[config.mk]
export PLATFORM = sky130hd
export DESIGN_NAME = murmur3_32_hash
export DESIGN_NICKNAME = d
export VERILOG_FILES = /design/src/rtl/mm3_pkg.sv /design/src/rtl/mm3_ctrl.sv /design/src/rtl/mm3_datapath.sv /design/src/rtl/murmur3_32_hash.sv
export SDC_FILE = /design/constraint.sdc
export NUM_CORES = 2
export LEC_CHECK = 0
export BUFFER_PORTS_ARGS = -buffer_cell sky130_fd_sc_hd__buf_2
export CAP_MARGIN = 0
export CORE_MARGIN = 8
export CORE_UTILIZATION = 65
export CTS_CLUSTER_DIAMETER = 50
export DETAILED_ROUTE_END_ITERATION = 10
export GPL_ROUTABILITY_DRIVEN = 0
export PLACE_DENSITY_LB_ADDON = 0.05
export SLEW_MARGIN = 10
export SYNTH_ARGS = -nofsm -noshare
export SYNTH_HDL_FRONTEND = slang
export SYNTH_SLANG_ARGS = --single-unit
[constraint.sdc]
create_clock -name clk -period 19.5 [get_ports clk]
set_clock_uncertainty 0.2 [all_clocks]
set_input_delay 0.975 -clock clk [delete_from_list [all_inputs] [get_ports clk]]
set_output_delay 0.975 -clock clk [all_outputs]
set_load 0.02 [all_outputs]
[src/rtl/mm3_pkg.sv]
package mm3_pkg;

  localparam logic [31:0] MIX_C1   = 32'hcc9e2d51;
  localparam logic [31:0] MIX_C2   = 32'h1b873593;
  localparam logic [31:0] MIX_N    = 32'he6546b64;
  localparam logic [31:0] FMIX_C1  = 32'h85ebca6b;
  localparam logic [31:0] FMIX_C2  = 32'hc2b2ae35;
  localparam int unsigned ROT_K    = 15;
  localparam int unsigned ROT_H    = 13;
  localparam logic [2:0]  FULL_CNT = 3'd4;

  typedef enum logic [2:0] {
    ST_IDLE,
    ST_K1,
    ST_K2,
    ST_MIX,
    ST_F1,
    ST_F2,
    ST_OUT
  } state_t;

  // Commands from the controller to the datapath.
  typedef struct packed {
    logic load;
    logic k1;
    logic k2;
    logic mix;
    logic f1;
    logic f2;
    logic emit;
  } dp_cmd_t;

  // Status from the datapath to the controller.
  typedef struct packed {
    logic last;
  } dp_status_t;

  function automatic logic [31:0] rotl32(input logic [31:0] v, input int unsigned r);
    rotl32 = (v << r) | (v >> (32 - r));
  endfunction

endpackage

[src/rtl/mm3_ctrl.sv]
module mm3_ctrl
  import mm3_pkg::*;
(
  input  logic       clk,
  input  logic       rst,
  input  logic       in_valid,
  output logic       in_stall,
  output logic       out_valid,
  input  logic       out_stall,
  input  dp_status_t status,
  output dp_cmd_t    cmd
);

  state_t state;
  state_t state_next;
  logic   out_valid_next;

  always_ff @(posedge clk) begin
    if (rst) begin
      state     <= ST_IDLE;
      out_valid <= 1'b0;
    end else begin
      state     <= state_next;
      out_valid <= out_valid_next;
    end
  end

  always_comb begin
    state_next = state;
    cmd        = '0;
    in_stall   = (state != ST_IDLE);
    // The output register drains independently of the state machine.
    out_valid_next = out_valid && out_stall;
    case (state)
      ST_IDLE: begin
        if (in_valid) begin
          cmd.load   = 1'b1;
          state_next = ST_K1;
        end
      end
      ST_K1: begin
        cmd.k1     = 1'b1;
        state_next = ST_K2;
      end
      ST_K2: begin
        cmd.k2     = 1'b1;
        state_next = ST_MIX;
      end
      ST_MIX: begin
        cmd.mix    = 1'b1;
        state_next = status.last ? ST_F1 : ST_IDLE;
      end
      ST_F1: begin
        cmd.f1     = 1'b1;
        state_next = ST_F2;
      end
      ST_F2: begin
        cmd.f2     = 1'b1;
        state_next = ST_OUT;
      end
      ST_OUT: begin
        if (!out_valid || !out_stall) begin
          cmd.emit       = 1'b1;
          out_valid_next = 1'b1;
          state_next     = ST_IDLE;
        end
      end
      default: begin
        state_next = ST_IDLE;
      end
    endcase
  end

endmodule

[src/rtl/mm3_datapath.sv]
module mm3_datapath
  import mm3_pkg::*;
(
  input  logic        clk,
  input  logic        rst,
  input  logic        cfg_valid,
  input  logic [31:0] seed,
  input  logic [31:0] data_word,
  input  logic [2:0]  byte_count,
  input  logic        last,
  input  dp_cmd_t     cmd,
  output dp_status_t  status,
  output logic [31:0] hash
);

  logic [31:0] seed_value;
  logic        busy;
  logic [31:0] word;
  logic [2:0]  count;
  logic        last_flag;
  logic [31:0] k;
  logic [31:0] acc;
  logic [31:0] len;

  logic [2:0]  count_sat;
  logic [31:0] word_mask;
  logic [31:0] acc_base;
  logic [31:0] h_xor;
  logic [31:0] h_rot;
  logic [31:0] h_mix;
  logic [31:0] len_next;

  assign status.last = last_flag;

  always_comb begin
    count_sat = (byte_count > FULL_CNT) ? FULL_CNT : byte_count;
    case (count_sat)
      3'd0:    word_mask = 32'h0000_0000;
      3'd1:    word_mask = 32'h0000_00ff;
      3'd2:    word_mask = 32'h0000_ffff;
      3'd3:    word_mask = 32'h00ff_ffff;
      default: word_mask = 32'hffff_ffff;
    endcase
  end

  // A full word gets the rotate and times-five step; a tail is only XORed in.
  always_comb begin
    h_xor    = acc ^ k;
    h_rot    = rotl32(h_xor, ROT_H);
    len_next = len + {29'd0, count};
    if (count == FULL_CNT) begin
      h_mix = (h_rot << 2) + h_rot + MIX_N;
    end else if (count != 3'd0) begin
      h_mix = h_xor;
    end else begin
      h_mix = acc;
    end
  end

  assign acc_base = busy ? acc : seed_value;

  always_ff @(posedge clk) begin
    if (rst) begin
      seed_value <= '0;
      busy       <= 1'b0;
    end else begin
      if (cfg_valid) begin
        seed_value <= seed;
      end
      if (cmd.load) begin
        busy <= 1'b1;
      end else if (cmd.mix && last_flag) begin
        busy <= 1'b0;
      end
    end
  end

  always_ff @(posedge clk) begin
    if (cmd.load) begin
      word      <= data_word & word_mask;
      count     <= count_sat;
      last_flag <= last;
      acc       <= acc_base;
      if (!busy) begin
        len <= '0;
      end
    end
    if (cmd.k1) begin
      k <= word * MIX_C1;
    end
    if (cmd.k2) begin
      k <= rotl32(k, ROT_K) * MIX_C2;
    end
    if (cmd.mix) begin
      len <= len_next;
      acc <= last_flag ? (h_mix ^ len_next) : h_mix;
    end
    if (cmd.f1) begin
      acc <= (acc ^ (acc >> 16)) * FMIX_C1;
    end
    if (cmd.f2) begin
      acc <= (acc ^ (acc >> 13)) * FMIX_C2;
    end
    if (cmd.emit) begin
      hash <= acc ^ (acc >> 16);
    end
  end

endmodule

[src/rtl/murmur3_32_hash.sv]
// Channel   Handshake              Word
// in        in_valid / in_stall    data_word, byte_count, last
// out       out_valid / out_stall  hash
// cfg       cfg_valid / cfg_ready  seed
//
// Each input word goes through the accept state, two multiply states of the k mix
// and one state that folds it into the running hash; in_stall holds off the next word.
// A last word then goes through the final avalanche: two multiply stages and
// the output state, which waits only while the output register is full and stalled.
// Reset clears the seed to zero and returns the controller to idle.
// The output register holds the hash while out_stall is high; new words are
// still taken in that time until a second hash is ready for the output register.
module murmur3_32_hash
  import mm3_pkg::*;
(
  input  logic        clk,
  input  logic        rst,
  input  logic        in_valid,
  output logic        in_stall,
  input  logic [31:0] data_word,
  input  logic [2:0]  byte_count,
  input  logic        last,
  output logic        out_valid,
  input  logic        out_stall,
  output logic [31:0] hash,
  input  logic        cfg_valid,
  output logic        cfg_ready,
  input  logic [31:0] seed
);

  dp_cmd_t    cmd;
  dp_status_t status;

  assign cfg_ready = 1'b1;

  mm3_ctrl u_ctrl (
    .clk       (clk),
    .rst       (rst),
    .in_valid  (in_valid),
    .in_stall  (in_stall),
    .out_valid (out_valid),
    .out_stall (out_stall),
    .status    (status),
    .cmd       (cmd)
  );

  mm3_datapath u_datapath (
    .clk        (clk),
    .rst        (rst),
    .cfg_valid  (cfg_valid),
    .seed       (seed),
    .data_word  (data_word),
    .byte_count (byte_count),
    .last       (last),
    .cmd        (cmd),
    .status     (status),
    .hash       (hash)
  );

endmodule

==> results.md <==
- Crit path to: u_datapath.acc[30]$_DFFE_PP_
- Clock latency on the worst-skew pair: between 500 and 600 ps
- Number of synthesized flops with an enable pin: 164
- Setup crit end kind: register
- IO Pins: between 100 and 150
- Drt initial violations: about 2900
- Minimum clock period: roughly 8600 ps
- Dpl hpwl: about 110000 µm
- Ratio of cells with drive above 1 in the final layout: just over 5%
- Fmax: roughly 0.12 GHz
- Hold_sp: u_datapath.busy$_SDFFE_PP0P_
- Slew HR: slightly above 20%
- Final-report setup violation count: 0
- DR vias: 33100
- Most frequent cells in the layout: 1329 x inv_1, 798 x ha_1, 736 x fa_1
- Bufs on Longest Clock Path: 3
- Worst Path Arrival: between 8000 and 9000 ps
- DR vias/cell: approximately 5.8
- Post-CTS Setup Inserts: 0
- Die width: between 200 and 300 µm
- Crit path from: u_datapath.acc[20]$_DFFE_PP_
- DRC errors left: 0
- Critical path launch point type: register
- Maxcap violations: 0
- CTS tree: yes
- Syn_area_per_cell: 9.74 µm²
- Worst path most repeated cell: fa_1
- CTS-repair resized insts: 0
- Core ar.: roughly 0.07 mm²
- Reg2Reg Setup Slack: 10900 ps
- Total CTS buffers: 37
- Leading area contributor after synthesis: fa_1
- Critical Path Stages: 25
- CP peak stage delay: 870 ps
- Drt pass-1 iters: 5
- Ys flop type: edfxtp_1
- Crit path max fanout: 12
- Crit Path Class: register to register
- Async SR Flop Fraction: 0%
- Netlist Area Pre-Place: between 0.04 and 0.05 mm²
- Final net count: roughly 6400
- Max Used Layer: met4
- Synth top area share: about 32%
- Commonest non-fill, non-tap cell in the layout: inv_1
- Area Overhead vs Synth: 6.55%
- Vias in the first global route: 35200
- Number of port buffers: 106
- # rows: 97
- Post-Route WL: around 130000 µm
- Synth Net Count: around 6300
- Initial Util: between 60% and 70%
- Height of the die: approximately 280 µm
- Critical path's slowest cell: edfxtp_1
- Number of clock sinks: between 200 and 250
- Final hold viol count: 0
- First-pass GRT wire length: between 200000 and 250000 µm
- Sequential cell area fraction in the yosys report: between 10 and 15%
- Fin. max-slew vios: 0
- Multi-input gate area: between 0.03 and 0.04 mm²
- Number of hold buffers added after CTS: 0
- RR Endpoint: u_datapath.acc[30]$_DFFE_PP_
- Die area: ~0.08 mm²
- Register bit total from synthesis: ~200
- Crit path max-delay family: adder cells
- Setup TNS Final: 0 ps
- Initial antenna violation count: 0
- Met3 wire length: between 10000 and 15000 µm
- Synthesized instance count: about 4700
- Hold Crit Class: register to register
- Synth cell types: around 80
- Global Route Usage Sum: 34.7%
- Tcrit/Tclk final: between 40% and 50%
- CP required: 19610 ps
- R2r worst-path depth: 25
- Status: finished clean
- Largest net degree at the start of global routing: 50
- Clock slew at reported path FFs: around 60 ps
- Routed WL per cell: roughly 23 µm
- FF/Latch Area: 0.00567 mm²
- Fillers: 5595
- GRT overflow: 0
- Yosys warns: 0
- Synth area leaders: fa_1 32%, ha_1 22%, inv_1 11%, edfxtp_1 11%, xnor2_1 4.3%
- RR Startpoint: u_datapath.acc[20]$_DFFE_PP_
- Post-route ant nets: 0
- RSZ-0062 raised after global routing: no
- Buf/Inv on CP: 5
- Ant diodes: 0
- Met1 wire length: 51300 µm
- H-tree depth: 2
- CTS root buf: clkbuf_16
- DR WL met2: 60800 µm
- Worst slew pin tran: roughly 1200 ps
## stage by stage
| step | worst slack (ps) | area, µm² | hold slack, ps | utilization [%] | cells |
|---|---|---|---|---|---|
| after floorplan | 11760 | 45700 | 221 | - | 4687 |
| after global placement | 11140 | 47400 | 258 | 67.9 | 5687 |
| after detailed placement | 10990 | 47400 | 266 | 67.9 | 5687 |
| after CTS | 10960 | 48700 | 274 | 69.7 | 5755 |
| after global routing | 10460 | 48700 | 303 | 69.7 | 5755 |
| final | 10900 | 48700 | 277 | 69.7 | 5755 |
## cell type report
class,instances,share of cell area [%]
clock buffer,42,2.03
clock inverter,26,0.599
inverter,1330,10.3
multi-input combinational,3065,71.3
sequential,201,11.6
tap,940,2.42
timing repair buffer,151,1.78
## cells in the mapped netlist (all sizes together), types with 18 or more instances
cell type,instances
a21o,43
and2,38
nor2b,39
o21ai,132
nand2,143
nor2,154
ha,798
a211oi,44
o211ai,21
edfxtp,164
fa,736
nand3,52
dfxtp,37
inv,1329
and3,22
nor3,46
nand4,19
nand2b,18
xor2,122
a31oi,20
mux2i,42
xnor2,225
a21oi,147
clkbuf,78
o21a,33
## cells by family after synthesis
| kind of cell | Yosys count | synth area share (%) |
|---|---|---|
| other | 1 | 0.00821 |
| xor gates and xnor gates | 348 | 6.70 |
| muxes | 43 | 0.945 |
| and+or+nand+nor | 573 | 6.10 |
| DFF | 201 | 12.4 |
| buffers and inverters | 1421 | 11.7 |
| adders and majority gates | 1534 | 54.1 |
| AOI/OAI and AO/OA | 566 | 7.98 |
## how the worst min path moves through the flow
stage,to,depth (start not counted)
after floorplan,u_datapath.hash[31]$_DFFE_PP_,0
after global placement,u_datapath.busy$_SDFFE_PP0P_,2
after detailed placement,u_datapath.busy$_SDFFE_PP0P_,2
after CTS,u_datapath.busy$_SDFFE_PP0P_,2
after global routing,u_datapath.busy$_SDFFE_PP0P_,2
final,u_datapath.busy$_SDFFE_PP0P_,2
## state kept, by name, summed over array words and instances (netlist names)
name and flops:
u_datapath.k 32, u_datapath.busy 1, u_datapath.word 32, u_ctrl.state 3, u_datapath.len 32, u_datapath.status 1, u_datapath.count 3, u_datapath.acc 32
u_datapath.hash 32, u_ctrl.out_valid 1, u_datapath.seed_value 32
## worst reg2reg max path: cells and delay by family (launching register included)
family,cells,cell delay [ps]
simple gates,1,220
xor+xnor,2,790
buf+inv,5,520
fa+ha+maj,8,3790
flops,1,870
compound gates,9,1970
## metal layers
layer	GRT usage (%)	up-vias
li1	-	15000
met1	44.4	16300
met2	55.7	1417
met3	6.58	383
met4	18.5	0
met5	0	-
Power is not shown: default switching activity piles up to over one toggle a cycle in this logic, so the estimate is an artifact.
